`config.mk`:
```
export PLATFORM = sky130hd
export DESIGN_NAME = awir_mul
export DESIGN_NICKNAME = d
export VERILOG_FILES = /design/src/rtl/core/awir_pkg.sv /design/src/rtl/core/awir_mul.sv
export SDC_FILE = /design/constraint.sdc
export NUM_CORES = 1
export LEC_CHECK = 0
export ABC_AREA = 1
export BUFFER_PORTS_ARGS = -buffer_cell sky130_fd_sc_hd__buf_2
export CORE_MARGIN = 2
export CORE_UTILIZATION = 41
export DETAILED_ROUTE_END_ITERATION = 6
export PLACE_DENSITY = 0.66
export RECOVER_POWER = 100
export SETUP_SLACK_MARGIN = 0.5
export SYNTH_ARGS = -nofsm -noshare
export SYNTH_HDL_FRONTEND = slang
export SYNTH_SLANG_ARGS = --single-unit
```
`constraint.sdc`:
```
create_clock -name clk_i -period 8 [get_ports clk_i]
set_clock_uncertainty 0.1 [all_clocks]
set_input_delay 0.8 -clock clk_i [delete_from_list [all_inputs] [get_ports clk_i]]
set_output_delay 0.8 -clock clk_i [all_outputs]
set_load 0.05 [all_outputs]
```
`src/rtl/core/awir_pkg.sv`:
```
// Shared types, constants and helper functions for the area-weighted resize block.
package awir_pkg;

  localparam int DEF_MAX_WIDTH  = 128;
  localparam int DEF_MAX_HEIGHT = 128;
  localparam int PIXEL_BITS     = 16;

  localparam int DIM_W     = 8;
  localparam int SCALE_W   = 11;
  localparam int CFG_W     = 11;
  localparam int CFG_IDX_W = 2;
  localparam int COORD_W   = 9;
  localparam int IDX_W     = 9;
  localparam int OSZ_W     = 12;
  localparam int K_W       = 24;
  localparam int FRAC_W    = 16;
  localparam int WT_W      = 17;
  localparam int POS_W     = 35;
  localparam int FL_W      = POS_W - FRAC_W;
  localparam int MUL_A_W   = 24;
  localparam int MUL_B_W   = 17;
  localparam int MUL_P_W   = MUL_A_W + MUL_B_W;
  localparam int SUM_W     = 48;
  localparam int WSUM_W    = 32;

  localparam logic [DIM_W-1:0]   RST_SRC_DIM = 8'd128;
  localparam logic [SCALE_W-1:0] RST_SCALE   = 11'd256;
  localparam logic [7:0]         ROUND_HALF  = 8'd128;
  localparam logic [WT_W-1:0]    ONE_Q16     = 17'h10000;

  typedef enum logic [CFG_IDX_W-1:0] {
    CFG_SRC_WIDTH  = 2'd0,
    CFG_SRC_HEIGHT = 2'd1,
    CFG_SCALE_Q8   = 2'd2
  } cfg_idx_e;

  typedef enum logic [3:0] {
    ST_IDLE,
    ST_DIVX,
    ST_DIVY,
    ST_MULX,
    ST_MULY,
    ST_POSY,
    ST_BOUND,
    ST_BASE,
    ST_RD,
    ST_WGT,
    ST_ACC,
    ST_END,
    ST_CMUL,
    ST_CRD,
    ST_CDATA,
    ST_DIVR
  } state_e;

  // Q1.16 coverage of source index idx by window [s, e)
  function automatic logic [WT_W-1:0] edge_wt(input logic [IDX_W-1:0] idx,
                                              input logic signed [FL_W-1:0] cs,
                                              input logic signed [FL_W-1:0] fe,
                                              input logic [FRAC_W-1:0] frs,
                                              input logic [FRAC_W-1:0] fre);
    logic signed [FL_W-1:0] si;
    si = $signed({{(FL_W-IDX_W){1'b0}}, idx});
    if (si < cs) return ONE_Q16 - {1'b0, frs};
    else if (si == fe && fre != '0) return {1'b0, fre};
    return ONE_Q16;
  endfunction

  function automatic logic [IDX_W-1:0] clamp_idx(input logic signed [FL_W-1:0] v,
                                                 input logic [IDX_W-1:0] hi);
    logic signed [FL_W-1:0] shi;
    shi = $signed({{(FL_W-IDX_W){1'b0}}, hi});
    if (v < 0) return '0;
    else if (v > shi) return hi;
    return v[IDX_W-1:0];
  endfunction

endpackage

```
`src/rtl/core/awir_mul.sv`:
```
// Shared multiplier with registered product.
module awir_mul import awir_pkg::*; (
  input  logic               clk_i,
  input  logic [MUL_A_W-1:0] a_i,
  input  logic [MUL_B_W-1:0] b_i,
  output logic [MUL_P_W-1:0] p_o
);

  logic [MUL_P_W-1:0] p_q;

  always_ff @(posedge clk_i) begin
    p_q <= MUL_P_W'(a_i) * MUL_P_W'(b_i);
  end

  assign p_o = p_q;

endmodule

```
After elaboration in Yosys (flattened, before gate mapping)

Index checks and enable logic that the tools add are counted.

Register bits after elaboration: 41
Bits of input ports: 42
Output and inout port bits: 41

Multiply operators: 1

Operators by type and width:

| operator       | count |
|---|---|
| $mul 24x17->41 | 1 |

Longest topological paths before layout

Gate-level depths: netlist of run 1.

Word-level depth: 1
Gate-level depth with buffers: 28
Gate-level depth less buffers: 27

Worst setup path before layout of run 1

OpenSTA, ideal clock, no wires.

Path type: input to register
From: input a_i[21]
To: register p_q[35] (netlist: p_o[35])
Setup time: 112 ps
Arrival time: 5667 ps
Required time: 7788 ps
Setup slack: 2121 ps
Stages on the path: 27
Path through: clkbuf_1 -> clkbuf_1 -> nand2_1 -> fa_1 -> inv_1 -> fa_1 -> inv_1 -> fa_1 -> inv_1 -> fa_1 -> fa_1 -> inv_1 -> fa_1 -> inv_1 -> ha_1 -> nand2_1 -> inv_1 -> nand2_1 -> inv_1 -> nand2_1 -> nand2_1 -> inv_1 -> nor2_1 -> nor2_1 -> nand2_1 -> nand2_1 -> nand2_1

Word-level cells in the longest chain between the ends: 1

Ends and longest elaborated chain:

| what                 | line           | RTL |
|---|---|---|
| start, declared      | awir_mul.sv:4  | `input logic [MUL_A_W-1:0] a_i,` |
| $mul 24x17->41       | awir_mul.sv:12 | `p_q <= MUL_P_W'(a_i) * MUL_P_W'(b_i);` |
| end signal, assigned | awir_mul.sv:12 |  |
| end, declared        | awir_mul.sv:9  | `logic [MUL_P_W-1:0] p_q;` |

Every way passes these cells.

Worst setup path after layout of run 1

From: input b_i[5]
To: register p_q[40] (netlist: p_o[40])

Word-level cells in the longest chain between the ends: 1

Ends and longest elaborated chain:

| what            | line           | RTL |
|---|---|---|
| start, declared | awir_mul.sv:5  | `input logic [MUL_B_W-1:0] b_i,` |
| $mul 24x17->41  | awir_mul.sv:12 |  |

Every way passes these cells.

==> reports/qor.csv, run 1 <==
metric,value,unit
status,completed,
crit_type,in -> reg,
path_cells,clkbuf_1 > nand2_1 > fa_1 > inv_1 > fa_1 > inv_1 > fa_1 > inv_1 > fa_1 > fa_1 > inv_1 > fa_1 > inv_1 > ha_1 > nand2_1 > nor2_1 > inv_1 > nor2_1 > nand3b_1 > nand3_1 > nand2_1 > nand3_1 > nand2_1,
cts_made_buffers,5,
grt_max_degree,25,
cts_hold_buf,0,
synthCells,2026,
htree_levels,2,
yosys_warnings,0,
grt_overflow,0,
nets,2519,
grt_usage,0.204,
critPathMaxFanout,24,
cts_sinks,41,
cp_num_buf_inv,7,
core-area,35700,sq um
rsz0062_at_grt,no,
period_share,0.855,
die_x,195,microns
drtIter0Drc,658,
dp_hpwl,30700,microns
route.detailed.drc,0,
post-route-util,0.439,
synth_nets,2512,
antenna_found_initial,1,
required,8090,ps
relSlewSlack,0.0196,
postCtsSetupBuffers,0,
initial_core_util,0.418,
cp-start-kind,input port,
grt_pass1_wl,62600,microns
finalHoldViolations,0,
fin_cells,2495,
postRouteAntennaNets,0,
min_period,6840,ps
finalSetupViolCount,0,
drv_cap,0,
syn_area_per_cell,7.37,sq um
hp-class,in -> reg,
die_h,195,microns
viasPerCell,4.83,
clockBufferDepth,2,
largest_reg_flops,41,
syn_to_final_growth,5.12,%
route.vias.total,12059,
dr.pass1.iters,5,
arrival,6940,ps
cpMaxStageDelayCell,clkbuf_1,
grt_pass1_vias,12755,
yosysSeqAreaShare,0.0550,
numPortBuffers,82,
syn_area,14900,sq um
synth_seq_cells,41,
slew_viol_final,0,
yosysUniqueCellTypes,21,
tns,0,ps
multi_input_area,11300,sq um
wirelength,37200,microns
pin_count,83,
tritoncts,done,
drive_gt1_frac,0.0241,
die-area,37900,sq um
fillers,3757,
cts.clk_slew.worst_paths,70,ps
post_cts_resized,0,
whs,823,ps
worstMarginPinSlew,1470,ps
worstSetupEndpointType,register,
ff_latch_area,821,sq um
path_delay_family,adder cells,
crit_path_max_incr_delay,1040,ps
fmax,146,MHz
rows,69,
globalplace.congestion,0.906,
wire_per_inst,14.9,microns
placedCellCount,2487,
clockRootBuffer,clkbuf_16,
antenna_cells,0,
## metal layers
layer,vias to the layer above,wire (microns),GRT usage
met4,2,811,0.0464
met2,369,19100,0.370
met1,6045,15200,0.260
met3,62,2150,0.0259
li1,5581,-,-
met5,-,11,0
## Yosys cell counts (all sizes together)
| master | instances | area, sq um |
|---|---|---|
| ha | 115 | 1440 |
| nor2 | 53 | 204 |
| and2 | 2 | 12.5 |
| nor3 | 11 | 55.1 |
| nand4 | 1 | 6.26 |
| inv | 660 | 2480 |
| clkbuf | 82 | 308 |
| o21bai | 5 | 37.5 |
| o21ai | 17 | 85.1 |
| nand2 | 624 | 2350 |
| nand3b | 2 | 15.0 |
| xor2 | 18 | 158 |
| xnor2 | 4 | 35.0 |
| a21oi | 32 | 160 |
| dfxtp | 41 | 821 |
| nand3 | 28 | 165 |
| a31oi | 2 | 12.5 |
| fa | 329 | 6590 |
## cells in the final DEF (no fill, tap or decap), drive strengths merged, types with 4 or more instances in the layout
cell type	count
a21oi	32
buf	39
clkbuf	48
dfxtp	41
fa	329
ha	115
inv	660
nand2	624
nand3	28
nor2	53
nor3	11
o21ai	17
o21bai	5
xnor2	4
xor2	18
## cell families after synthesis
group	synth area share
DFF	0.0550
adders and majority gates	0.538
AOI/OAI and AO/OA	0.0198
buffers and inverters	0.187
xor gates and xnor gates	0.0129
and+or+nand+nor	0.188
## cell type report
type                            instances  share of cell area
Clock inverter                          3             0.00295
Multi-Input combinational cell       1243               0.719
Clock buffer                            5             0.00797
Tap cell                              461              0.0368
Inverter                              660               0.158
Timing Repair Buffer                   82              0.0227
Sequential cell                        41              0.0523
## stage by stage
step / instance area, sq um / worst slack, ps
2_1_floorplan: 14900 / 2120
3_3_place_gp: 15600 / 1630
3_5_place_dp: 15600 / 1650
4_1_cts: 15800 / 1930
5_1_grt: 15700 / 936
6_report: 15700 / 1160
## worst paths after layout
| check | startpoint | endpoint | slack (ps) | cells past startpoint |
|---|---|---|---|---|
| setup / recovery | b_i[5] | p_o[40]$_DFF_P_ | 1160 | 23 |
| hold / removal | a_i[0] | p_o[0]$_DFF_P_ | 820 | 3 |
Power of run 1 is left out: the tool's default activity adds up to more than one toggle a clock period on the data nets, which glitch-free logic cannot reach.
==> inputs of run 2 (changes only) <==
--- a/config.mk
+++ b/config.mk
@@ -11,7 +11,6 @@
 export CORE_UTILIZATION = 41
 export DETAILED_ROUTE_END_ITERATION = 6
 export PLACE_DENSITY = 0.66
-export RECOVER_POWER = 100
 export SETUP_SLACK_MARGIN = 0.5
 export SYNTH_ARGS = -nofsm -noshare
 export SYNTH_HDL_FRONTEND = slang
==> reports/qor.csv, run 2 (synthesis gave the netlist of run 1 again) <==
metric,value,unit
cts.clk_slew.worst_paths,70,ps
critPathMaxFanout,24,
clockRootBuffer,clkbuf_16,
clockBufferDepth,2,
highest_layer,met5,
largest_reg_flops,41,
relSlewSlack,0.591,
final_cell_mix,"660 x inv_1, 621 x nand2_1, 329 x fa_1",
grt_usage,0.204,
period_share,0.764,
finalHoldViolations,0,
layout_commonest_cell,inv_1,
wirelength,37300,microns
drive_gt1_frac,0.0492,
fmax,164,MHz
rows,69,
antenna_found_initial,1,
placedCellCount,2487,
finalSetupViolCount,0,
drv_cap,0,
pre_cts_slack,1650,ps
dr.pass1.iters,5,
die-area,37900,sq um
cts_made_buffers,5,
fillers,3730,
viasPerCell,4.83,
die_x,195,microns
syn_to_final_growth,5.70,%
route.detailed.drc,0,
grt_pass1_wl,62600,microns
arrival,6210,ps
worst_slack,1890,ps
dp_hpwl,30700,microns
cp-start-kind,input port,
crit_type,in -> reg,
rsz0062_at_grt,no,
route.met2.wl,19100,microns
required,8090,ps
htree_levels,2,
pin_count,83,
postRouteAntennaNets,0,
cts_sinks,41,
antenna_cells,0,
fin_cells,2495,
post_cts_resized,0,
route.vias.total,12063,
globalplace.congestion,0.906,
grt_overflow,0,
whs_path_depth,3,
tritoncts,done,
drtIter0Drc,698,
grt_pass1_vias,12755,
met3_length,2140,microns
numPortBuffers,82,
cts_hold_buf,0,
hp-class,in -> reg,
m1WireLength,15200,microns
worstSetupEndpointType,register,
core-area,35700,sq um
tns,0,ps
die_h,195,microns
nets,2519,
slew_viol_final,0,
multi_input_area,11300,sq um
status,completed,
initial_core_util,0.418,
ff_latch_area,821,sq um
worstMarginPinSlew,613,ps
wire_per_inst,14.9,microns
postCtsSetupBuffers,0,
min_period,6110,ps
grt_max_degree,25,
==> run 2: worst max-delay path, cell delays in order <==
cell	delay (ps)
buf_2	450
nand2_1	160
fa_1	560
inv_1	60
fa_1	530
inv_1	50
fa_1	510
inv_1	60
fa_1	530
fa_1	500
inv_1	50
fa_1	470
inv_1	40
ha_1	350
nand2_1	110
nor2_1	160
inv_1	140
nor2_1	150
nand3b_1	110
nand3_2	150
nand2_1	110
nand3_1	80
nand2_1	50
==> run 2: stage by stage <==
step           cell area (sq um)  hold slack, ps   util
3_5_place_dp               15600            1120  0.437
2_1_floorplan              14900             793      -
4_1_cts                    15800             816  0.441
5_1_grt                    15800             864  0.441
3_3_place_gp               15600            1120  0.437
6_report                   15800             826  0.441
==> run 2: final timing paths <==
kind                  startpoint              end
worst max-delay path      b_i[2]  p_o[40]$_DFF_P_
worst min-delay path      a_i[0]   p_o[0]$_DFF_P_
==> run 2: routing by layer <==
layer,global-route usage,up-vias
met5,0,-
met2,0.370,355
met3,0.0259,62
met1,0.260,6064
li1,-,5580
met4,0.0464,2
==> run 2: final cells by class <==
cell class | instances | share of cell area
multi-input cells | 1243 | 0.718
inverters | 660 | 0.157
flip-flops and latches | 41 | 0.0520
well taps | 461 | 0.0366
repair buffers | 82 | 0.0260
clock buffers | 5 | 0.00793
clock inverters | 3 | 0.00293
Power of run 2 is left out for the same reason.
