### src/rtl/core/awir_pkg.sv
// Shared types, constants and helper functions for the area-weighted resize block.
package awir_pkg;

  localparam int DEF_MAX_WIDTH  = 128;
  localparam int DEF_MAX_HEIGHT = 128;
  localparam int PIXEL_BITS     = 16;

  localparam int DIM_W     = 8;
  localparam int SCALE_W   = 11;
  localparam int CFG_W     = 11;
  localparam int CFG_IDX_W = 2;
  localparam int COORD_W   = 9;
  localparam int IDX_W     = 9;
  localparam int OSZ_W     = 12;
  localparam int K_W       = 24;
  localparam int FRAC_W    = 16;
  localparam int WT_W      = 17;
  localparam int POS_W     = 35;
  localparam int FL_W      = POS_W - FRAC_W;
  localparam int MUL_A_W   = 24;
  localparam int MUL_B_W   = 17;
  localparam int MUL_P_W   = MUL_A_W + MUL_B_W;
  localparam int SUM_W     = 48;
  localparam int WSUM_W    = 32;

  localparam logic [DIM_W-1:0]   RST_SRC_DIM = 8'd128;
  localparam logic [SCALE_W-1:0] RST_SCALE   = 11'd256;
  localparam logic [7:0]         ROUND_HALF  = 8'd128;
  localparam logic [WT_W-1:0]    ONE_Q16     = 17'h10000;

  typedef enum logic [CFG_IDX_W-1:0] {
    CFG_SRC_WIDTH  = 2'd0,
    CFG_SRC_HEIGHT = 2'd1,
    CFG_SCALE_Q8   = 2'd2
  } cfg_idx_e;

  typedef enum logic [3:0] {
    ST_IDLE,
    ST_DIVX,
    ST_DIVY,
    ST_MULX,
    ST_MULY,
    ST_POSY,
    ST_BOUND,
    ST_BASE,
    ST_RD,
    ST_WGT,
    ST_ACC,
    ST_END,
    ST_CMUL,
    ST_CRD,
    ST_CDATA,
    ST_DIVR
  } state_e;

  // Q1.16 coverage of source index idx by window [s, e)
  function automatic logic [WT_W-1:0] edge_wt(input logic [IDX_W-1:0] idx,
                                              input logic signed [FL_W-1:0] cs,
                                              input logic signed [FL_W-1:0] fe,
                                              input logic [FRAC_W-1:0] frs,
                                              input logic [FRAC_W-1:0] fre);
    logic signed [FL_W-1:0] si;
    si = $signed({{(FL_W-IDX_W){1'b0}}, idx});
    if (si < cs) return ONE_Q16 - {1'b0, frs};
    else if (si == fe && fre != '0) return {1'b0, fre};
    return ONE_Q16;
  endfunction

  function automatic logic [IDX_W-1:0] clamp_idx(input logic signed [FL_W-1:0] v,
                                                 input logic [IDX_W-1:0] hi);
    logic signed [FL_W-1:0] shi;
    shi = $signed({{(FL_W-IDX_W){1'b0}}, hi});
    if (v < 0) return '0;
    else if (v > shi) return hi;
    return v[IDX_W-1:0];
  endfunction

endpackage

### src/rtl/core/awir_div.sv
// Restoring divider, one quotient bit per cycle.
module awir_div import awir_pkg::*; (
  input  logic             clk_i,
  input  logic             rst_ni,
  input  logic             start_i,
  input  logic [SUM_W-1:0] dividend_i,
  input  logic [WSUM_W-1:0] divisor_i,
  output logic             done_o,
  output logic [SUM_W-1:0] quotient_o
);

  localparam int CNT_W = $clog2(SUM_W);
  localparam logic [CNT_W-1:0] LAST = CNT_W'(SUM_W - 1);

  logic              busy_q, done_q;
  logic [CNT_W-1:0]  cnt_q;
  logic [WSUM_W-1:0] rem_q, dvs_q;
  logic [SUM_W-1:0]  quo_q;
  logic [WSUM_W:0]   trial;
  logic              fits;

  assign trial = {rem_q, quo_q[SUM_W-1]};
  assign fits  = trial >= {1'b0, dvs_q};

  always_ff @(posedge clk_i or negedge rst_ni) begin
    if (!rst_ni) begin
      busy_q <= 1'b0;
      done_q <= 1'b0;
      cnt_q  <= '0;
    end else begin
      done_q <= busy_q && (cnt_q == LAST);
      if (start_i) begin
        busy_q <= 1'b1;
        cnt_q  <= '0;
      end else if (busy_q) begin
        cnt_q <= cnt_q + CNT_W'(1);
        if (cnt_q == LAST) busy_q <= 1'b0;
      end
    end
  end

  always_ff @(posedge clk_i) begin
    if (start_i) begin
      rem_q <= '0;
      dvs_q <= divisor_i;
      quo_q <= dividend_i;
    end else if (busy_q) begin
      rem_q <= fits ? WSUM_W'(trial - {1'b0, dvs_q}) : trial[WSUM_W-1:0];
      quo_q <= {quo_q[SUM_W-2:0], fits};
    end
  end

  assign done_o     = done_q;
  assign quotient_o = quo_q;

endmodule

### config.mk
export PLATFORM = sky130hd
export DESIGN_NAME = awir_div
export DESIGN_NICKNAME = d
export VERILOG_FILES = /design/src/rtl/core/awir_pkg.sv /design/src/rtl/core/awir_div.sv
export SDC_FILE = /design/constraint.sdc
export NUM_CORES = 1
export LEC_CHECK = 0
export ABC_AREA = 1
export BUFFER_PORTS_ARGS = -buffer_cell sky130_fd_sc_hd__buf_2
export CAP_MARGIN = 20
export CORE_ASPECT_RATIO = 1.75
export CORE_MARGIN = 4
export CORE_UTILIZATION = 45
export DETAILED_ROUTE_END_ITERATION = 8
export MAX_ROUTING_LAYER = met4
export PLACE_DENSITY = 0.66
export RECOVER_POWER = 100
export SYNTH_ARGS = -nofsm -noshare
export SYNTH_HDL_FRONTEND = slang
export SYNTH_SLANG_ARGS = --single-unit
### constraint.sdc
create_clock -name clk_i -period 7.7 [get_ports clk_i]
set_clock_uncertainty 0.2 [all_clocks]
set_input_delay 0.77 -clock clk_i [delete_from_list [all_inputs] [get_ports clk_i]]
set_output_delay 0.77 -clock clk_i [all_outputs]
set_load 0.01 [all_outputs]
Word level (Yosys, flattened, before mapping) --
Cells that the tools add are included.
Word-level totals: register bits after elaboration 120, bits of input ports 83, word-level logic and storage cells 20
Operators by class: reduce and logical (&&, ||, !) cells 2, muxes and demuxes 8, order comparisons 1, eq/ne operators 1, $add $sub $neg 2
Operators by type and width (number):
- 48-bit 2-to-1 mux | 2
- 33-bit by 32-bit greater-or-equal comparator with 1-bit output | 1
- 32-bit 2-to-1 mux | 1
- 32-bit subtractor | 1
- 6-bit 2-to-1 mux | 2
- 6-bit by 1-bit adder with 6-bit output, second input constant | 1
- 6-bit == test, second input constant | 1
- 1-bit 2-to-1 mux | 3
- 2-bit nonzero test | 1
- 1-bit logical AND | 1

Longest topological paths before layout --
Gate-level depths: netlist (run 1).
word-level depth 4, depth in mapped cells 17, mapped depth without buffers 16

Least setup slack after synthesis (run 1) --
OpenSTA, ideal clock, no wires.
kind input to register, start point input start_i, end point register quo_q[0], in the netlist quotient_o[0], enable pin, library setup time 0.432 ns, slack 4.390 ns, data required time 7.068 ns, data arrival time 2.678 ns, cell stages on the path 4, path buffers 2, cells stage by stage clkbuf_1 -> nor2_1 -> inv_1 -> clkbuf_1
On the way: cells in the longest elaborated chain, start to end 1
Ends and longest elaborated chain:
- start: declaration | line awir_div.sv:5 | input logic start_i,
- 2-bit nonzero test (no line)
- end signal: assignment | line awir_div.sv:46 | quo_q <= dividend_i;
- end signal: assignment | line awir_div.sv:49 | quo_q <= {quo_q[SUM_W-2:0], fits};
- end: declaration | line awir_div.sv:18 | logic [SUM_W-1:0] quo_q;
No other way between the ends. A chain may end at the register's enable or synchronous reset.

==> metrics.csv, run 1 <==
metric,value,unit
netlist.area_leader.share,31.63,%
setup_ws,2.990,ns
io-pin-count,132,
syn_area,7595,µm²
min_from,rem_q[14],
final_hold_viol_count,0,
worstSkewPairLatency,0.43,ns
required,7.77,ns
r2r_slack,4.42,ns
reg2reg_to,rem_q[12],
wl_per_cell,14.42,µm
critPathLaunch,start_i,
fp.dieH,179.9,µm
violations,"capacitance limit, slew limit",
synth_nets,1179,
slew_violations,141,
reg2reg_from,dvs_q[17],
final_layout_size_suffix_gt1_share,11.80,%
yosysTopAreaCell,edfxtp_1,
cts.repair.resized,0,
p_per_area,302.3,nW/µm²
antenna_cells,0,
initial_core_util,45.96,%
r2r_cells,11,
grt-ovfl-total,0,
grtUsageTotal,23.09,%
cts_root_buf,clkbuf_16,
p_leak,4.749,nW
portBuffers,131,
p_int,1.651,mW
cts_sinks,120,
max_freq,212.3,MHz
final_antenna_net_count,0,
placedInstanceArea,8422,µm²
coreArea,16520,µm²
dieArea,19100,µm²
synthTopCellsByArea,"edfxtp_1 (32%), nand2_1 (23%), inv_1 (8.9%), dfxtp_1 (8.4%), ha_1 (5.4%)",
drc,0,
dp_slack,4.509,ns
worstSetupPathType,in2reg,
crit_path_end_kind,flip-flop,
tns,0,ns
dp_hpwl,15.51,mm
p_sw,1.046,mW
yosysWarnings,0,
grt_max_degree,61,
cts_tree,yes,
clkTransAtPathRegs,0.05,ns
place_congestion,0.9804,
ys_seq_area_share,42.70,%
synth_edf_count,80,
die_w,106.2,µm
hold_end,rem_q[14],
mostFrequentLayoutCells,"nand2_1 (459), inv_1 (181), edfxtp_1 (80), buf_2 (80), nand3_1 (75)",
seqPwrFrac,31.6,%
clock_path_buffers,2,
antenna_found_initial,0,
min_period_over_period,61.17,%
arrival,4.78,ns
grt_pass1_vias,6992,
worstHoldPathCells,2,
rsz0062_at_grt,false,
nNetsFinal,1307,
nFillCells,1673,
first_pass_iters,5,
numCtsBuffers,17,
design_area,8921,µm²
status,finished with violations,
ys.flop_type,edfxtp_1,
synth_cell_type_count,36,
worst_pin_slew,2.228,ns
layout_commonest_cell,nand2_1,
ir_drop,205.8,µV
ys_ff_latch,120,
period_needed,4.710,ns
async_flop_share,6.667,%
drt-total-wl,20.57,mm
p_comb_share,40.2,%
swShare,38.77,%
hp-class,reg2reg,
hold_ws,0.2702,ns
finalSetupViolCount,0,
crit_fanout,48,
drt-initial-drc-count,314,
grt_pass1_wl,33.61,mm
vias,6862,
slew_headroom,-48.54,%
cts_max_level,4,
crit_path_start_kind,input port,
p_clk_share,28.2,%
syn_area_per_cell,7.151,µm²
viasPerCell,4.809,
core.rowCount,62,
maxCapViolations,3,
netlist_instances,1062,
area_growth,17.46,%
-- final cells by class --
class	count	area [µm²]	area share (%)
multi-input combinational	732	3527	39.54
sequential	120	3243	36.35
inverter	184	690.7	7.742
timing repair buffer	135	616.8	6.914
clock buffer	24	491.7	5.512
tap	224	280.3	3.142
clock inverter	8	71.32	0.7994
-- per-stage QoR --
step                utilization [%]  cells  total power, mW
finish                        53.99   1427            2.697
global route                  53.99   1427            2.911
CTS                           54.44   1427            2.731
detailed placement            50.97   1394            1.954
global placement              50.97   1394            1.949
floorplan                         -   1062            1.693
-- kinds of logic (layout without fill, tap and decap cells) --
kind of cell    after synthesis  after routing  synth area share [%]
simple gates                639            639                 35.78
buf+inv                     210            351                 10.96
fa+ha+maj                    34             34                 5.700
flops                       120            120                 42.70
compound gates               45             45                 3.246
xor+xnor                     14             14                 1.615
-- per-layer routing --
layer	wire (µm)	GRT usage, %	vias up
met5	0	-	-
met4	776	11.67	0
met3	954	4.020	46
met2	11200	41.83	194
met1	7637	23.39	3075
li1	-	-	3547
-- worst max path at each step --
stage                         end  slack [ns]  depth (start not counted)
floorplan           quotient_o[0]        4.39                          4
global placement         rem_q[0]        4.49                         11
detailed placement       rem_q[9]        4.51                         11
CTS                     rem_q[12]        4.49                         11
global route             rem_q[3]        2.54                          5
finish                  rem_q[12]        2.99                          5
-- power groups by stage --
stage | Clock, mW | Combinational, mW | Sequential [mW]
6_report | 0.759 | 1.08 | 0.853
5_1_grt | 0.806 | 1.24 | 0.865
4_1_cts | 0.777 | 1.10 | 0.853
3_5_place_dp | 0 | 1.09 | 0.862
3_3_place_gp | 0 | 1.09 | 0.863
2_1_floorplan | 0 | 0.831 | 0.862
-- registers in the layout, indices dropped and copies added, names as in the netlist --
register / flops
busy_q: 1
rem_q: 32
done_o: 1
cnt_q: 6
quotient_o: 48
dvs_q: 32
-- cells in the mapped netlist, drive strengths merged (2+ instances only) --
| library cell | number |
|---|---|
| nand3b | 14 |
| nor2 | 53 |
| nand2 | 469 |
| dfrtp | 8 |
| nand3 | 84 |
| a21oi | 22 |
| dfxtp | 32 |
| inv | 184 |
| xnor2 | 13 |
| buf | 10 |
| o21ai | 16 |
| ha | 33 |
| and2 | 4 |
| o21a | 2 |
| clkbuf | 16 |
| nand4 | 9 |
| nor3 | 5 |
| o21bai | 3 |
| edfxtp | 80 |
-- timing repair --
| item | in CTS | in global routing |
|---|---|---|
| setup buffers | 0 | 0 |
| hold endpoints to repair | 8 | 0 |
| hold buffers | 1 | 0 |
-- critical path, cell delays in order --
cell and delay [ns]:
clkbuf_1 1.37, clkbuf_1 1.69, nor2_4 0.55, nand3_1 0.25, o21ai_0 0.11
(Power assumes the default switching activity.)
==> inputs of run 2 (changes only) <==
--- a/config.mk
+++ b/config.mk
@@ -13,7 +13,7 @@
 export CORE_UTILIZATION = 45
 export DETAILED_ROUTE_END_ITERATION = 8
 export MAX_ROUTING_LAYER = met4
-export PLACE_DENSITY = 0.66
+export PLACE_DENSITY = 0.69
 export RECOVER_POWER = 100
 export SYNTH_ARGS = -nofsm -noshare
 export SYNTH_HDL_FRONTEND = slang
==> constraint.sdc (replaced) <==
create_clock -name clk_i -period 4.1 [get_ports clk_i]
set_clock_uncertainty 0.2 [all_clocks]
set_input_delay 0.41 -clock clk_i [delete_from_list [all_inputs] [get_ports clk_i]]
set_output_delay 0.41 -clock clk_i [all_outputs]
set_load 0.01 [all_outputs]
==> run 2 against run 1 <==
The run still ends with capacitance limit, slew limit left; critical endpoint is now quotient_o[0]; largest cell class unchanged; sequential share of layout area fell by 1.4 points; clock-buffer cell count shrank 4; combinational power increased by 94%.
==> metrics.csv, run 2 (synthesis results as in run 1) <==
metric,value,unit
crit_path_end_kind,flip-flop,
hp-class,in2reg,
crit_buf_inv,3,
max_stage_delay,1.14,ns
p_leak,4.888,nW
required,3.95,ns
clock_path_buffers,2,
p_per_area,562.2,nW/µm²
wl_per_cell,14.33,µm
cts_max_level,4,
period_needed,3.164,ns
drt-initial-drc-count,286,
critical_path.top_delay_family,buffers and inverters,
drt-total-wl,20.94,mm
dieArea,19100,µm²
tns,0,ns
mostFrequentLayoutCells,"nand2_1 (459), inv_1 (180), edfxtp_1 (80)",
final_cells,1461,
fin_util,56.15,%
crit_slowest_cell,clkbuf_1,
worstSkewPairLatency,0.42,ns
clkTransAtPathRegs,0.06,ns
viasPerCell,4.783,
crit_path_start_kind,input port,
slew_violations,23,
numCtsBuffers,17,
initial_core_util,45.96,%
die_w,106.2,µm
io-pin-count,132,
design_area,9278,µm²
antenna_found_initial,0,
hold_ws,0.05697,ns
final_hold_viol_count,0,
crit_fanout,38,
fin_total_pwr,5.216,mW
max_freq,316.1,MHz
vias,6988,
antenna_cells,0,
min_period_over_period,77.16,%
setup_ws,0.9363,ns
nNetsFinal,1341,
cts_setup_buffers,0,
grt_max_degree,63,
portBuffers,131,
core.rowCount,62,
area_growth,22.16,%
first_pass_iters,4,
dp_hpwl,15.91,mm
violations,"capacitance limit, slew limit",
worstSetupPathType,in2reg,
fp.dieH,179.9,µm
ir_drop,322.1,µV
slew_headroom,-7.286,%
final_layout_size_suffix_gt1_share,11.80,%
dp_slack,1.301,ns
place_congestion,0.9885,
critical_path.cell_chain,clkbuf_1 > nor2_1 > inv_2 > clkbuf_2,
cts_root_buf,clkbuf_16,
placed_cells,1396,
nFillCells,1634,
grt_pass1_wl,34.60,mm
coreArea,16520,µm²
final_antenna_net_count,0,
maxCapViolations,1,
finalSetupViolCount,0,
cts_tree,yes,
worst_pin_slew,1.609,ns
placedInstanceArea,8434,µm²
cts_sinks,120,
largest_reg_flops,48,
grt_pass1_vias,7193,
rsz0062_at_grt,false,
drc,0,
layout_commonest_cell,nand2_1,
status,finished with violations,
grtUsageTotal,23.59,%
arrival,3.02,ns
grt-ovfl-total,0,
[run 2: cell count changes in the layout (fill, tap and decap cells not counted), sizes merged]
cell / change
bufinv: +2
clkbuf: -3
inv: +3
clkinvlp: +3
clkinv: -4
buf: +1
dlygate4sd3: +32
[run 2: final timing paths]
path,start,to,slack [ns],depth (start not counted)
min in group asynchronous,rst_ni,cnt_q[4],0.25,2
setup / recovery,start_i,quotient_o[0],0.94,4
max in group asynchronous,rst_ni,cnt_q[1],3.14,2
setup reg to reg,rem_q[27],rem_q[10],1.24,10
hold reg to reg,rem_q[15],rem_q[15],0.27,2
hold / removal,dividend_i[21],quotient_o[21],0.06,3
[run 2: power breakdown]
part / internal, mW / switching, mW
logic: 0.745 / 1.34
clock network: 0.954 / 0.568
registers: 1.49 / 0.115
[run 2: metal layers]
layer / GRT usage (%) / wire (µm) / vias to the layer above
met3: 3.984 / 942 / 49
met4: 10.58 / 764 / 0
met5: - / 0 / -
met2: 43.08 / 11330 / 201
met1: 24.27 / 7908 / 3122
li1: - / - / 3616
[run 2: final cells by class]
type | count | area [µm²] | share of cell area, %
Clock inverter | 12 | 151.4 | 1.632
Clock buffer | 20 | 436.7 | 4.707
Inverter | 184 | 690.7 | 7.444
Tap cell | 224 | 280.3 | 3.021
Timing Repair Buffer | 169 | 953.4 | 10.28
Multi-Input combinational cell | 732 | 3522 | 37.96
Sequential cell | 120 | 3243 | 34.96
[run 2: worst register-to-register path, stage by stage (launching register included)]
cell and delay (ns):
dfxtp_1 0.34, ha_1 0.41, a21oi_1 0.27, nand2_1 0.10
a21oi_1 0.17, nand2_1 0.11, nor2_4 0.43, nand2_4 0.38
nand2_1 0.18, nand3_1 0.08, o21ai_0 0.13
[run 2: repair_timing]
action                    4_1_cts  5_1_grt
hold endpoints to repair       40        0
hold buffers                   33        0
gates resized for setup         0        0
==> inputs of run 3 (changes only) <==
--- a/config.mk
+++ b/config.mk
@@ -13,7 +13,7 @@
 export CORE_UTILIZATION = 45
 export DETAILED_ROUTE_END_ITERATION = 8
 export MAX_ROUTING_LAYER = met4
-export PLACE_DENSITY = 0.69
+export PLACE_DENSITY = 0.66
 export RECOVER_POWER = 100
 export SYNTH_ARGS = -nofsm -noshare
 export SYNTH_HDL_FRONTEND = slang
==> constraint.sdc (replaced) <==
create_clock -name clk_i -period 3 [get_ports clk_i]
set_clock_uncertainty 0.2 [all_clocks]
set_input_delay 0.3 -clock clk_i [delete_from_list [all_inputs] [get_ports clk_i]]
set_output_delay 0.3 -clock clk_i [all_outputs]
set_load 0.01 [all_outputs]
==> run 3 against run 2 <==
The flow still finishes with violations (capacitance limit, slew limit); sequential power up 37%; first-iteration DRC count up 4.2%; non-clock buffer count up 50; flip-flop and latch count unchanged; worst setup slack worse by 0.72 ns; total power up 38%; register-to-register slack worse by 1.0 ns; final cell count up 3.4%; sequential share of layout area down 1.7 points; clock-buffer cell count down 2; via count up 4.3%; routed wire length up 8.1%.
==> metrics.csv, run 3 (synthesis results as in run 1) <==
metric,value,unit
die_w,106.2,µm
crit_fanout,33,
cts_sinks,120,
finalSetupViolCount,0,
coreArea,16520,µm²
area_growth,28.42,%
crit_path_end_kind,flip-flop,
worstSetupPathType,reg2reg,
period_needed,2.789,ns
grt_pass1_vias,7777,
ir_drop,363.7,µV
crit_path_start_kind,flip-flop,
drt-total-wl,22.65,mm
antenna_found_initial,0,
dp_hpwl,16.27,mm
status,finished with violations,
p_per_area,739.0,nW/µm²
hold_buffers,79,
violations,"capacitance limit, slew limit",
fin_util,59.03,%
worstSkewPairLatency,0.43,ns
nNetsFinal,1391,
design_area,9753,µm²
max_freq,358.6,MHz
min_period_over_period,92.96,%
viasPerCell,4.824,
nFillCells,1597,
placedInstanceArea,8492,µm²
drc,0,
grtUsageTotal,25.20,%
layout_commonest_cell,nand2_1,
largest_reg_flops,48,
vias,7289,
tns,0,ns
wl_per_cell,14.99,µm
grt-ovfl-total,0,
cts_setup_buffers,0,
rsz0062_at_grt,false,
numCtsBuffers,17,
cts_root_buf,clkbuf_16,
portBuffers,131,
io-pin-count,132,
mostFrequentLayoutCells,"nand2_1 (459), inv_1 (182), edfxtp_1 (80)",
p_leak,5.101,nW
required,3.07,ns
first_pass_iters,5,
cts_max_level,4,
hp-class,in2reg,
r2r_slack,0.21,ns
worst_pin_slew,1.651,ns
fin_total_pwr,7.208,mW
clkTransAtPathRegs,0.07,ns
final_antenna_net_count,0,
final_layout_size_suffix_gt1_share,11.66,%
worstHoldPathCells,3,
cts_tree,yes,
cts.repair.resized,0,
r2r_cells,15,
final_hold_viol_count,0,
slew_violations,77,
grt_max_degree,55,
core.rowCount,62,
antenna_cells,0,
maxCapViolations,2,
fp.dieH,179.9,µm
clock_path_buffers,2,
slew_headroom,-10.46,%
place_congestion,0.9636,
arrival,2.86,ns
drt-initial-drc-count,298,
dieArea,19100,µm²
grt_pass1_wl,37.18,mm
initial_core_util,45.96,%
==> run 3: report_power, final <==
part | leakage [nW] | total [mW] | internal (mW) | switching [mW]
Clock | 0.273 | 2.03 | 1.16 | 0.872
Sequential | 1.21 | 2.19 | 2.03 | 0.153
Combinational | 3.62 | 2.99 | 1.10 | 1.89
==> run 3: worst paths after layout <==
| path | from | endpoint |
|---|---|---|
| setup / recovery | dvs_q[8] | rem_q[9] |
| hold / removal | dividend_i[23] | quotient_o[23] |
| setup reg to reg | dvs_q[8] | rem_q[9] |
| hold reg to reg | rem_q[29] | rem_q[29] |
| max in group asynchronous | rst_ni | cnt_q[4] |
| min in group asynchronous | rst_ni | done_o |
==> run 3: per-layer routing <==
layer	share of wire, %	track usage, %	up-vias
li1	-	-	3720
met4	3.3	11.05	0
met1	37	25.14	3277
met2	55	47.45	237
met3	4.8	3.661	55
met5	0	-	-
==> run 3: per-stage QoR <==
stage               setup slack, ns  cells  hold WS (ns)
finish                       0.2113   1511       0.01702
global route                0.05540   1511       0.02692
floorplan                    0.1603   1062       -0.1956
CTS                          0.2788   1511      0.004908
detailed placement           0.3145   1400      -0.04963
global placement             0.3410   1400      -0.04424
==> run 3: cell type report <==
type                       count  area (µm²)  share of cell area (%)
multi-input combinational    732        3520                   36.09
sequential                   120        3243                   33.25
tap                          224       280.3                   2.874
timing repair buffer         219        1456                   14.93
clock buffer                  18       429.2                   4.400
inverter                     184       690.7                   7.081
clock inverter                14       133.9                   1.373
==> run 3: worst max-delay path, cell delays in order (launching register included) <==
cell      delay, ns
edfxtp_1       0.32
inv_1          0.04
ha_1           0.35
nand2_2        0.16
inv_2          0.04
nand2_1        0.05
nand2_1        0.09
inv_1          0.08
nand3_2        0.17
nand2_2        0.15
nand2_2        0.09
nand2_2        0.09
clkbuf_4       0.43
nand3_1        0.14
nand3_1        0.11
o21ai_0        0.09
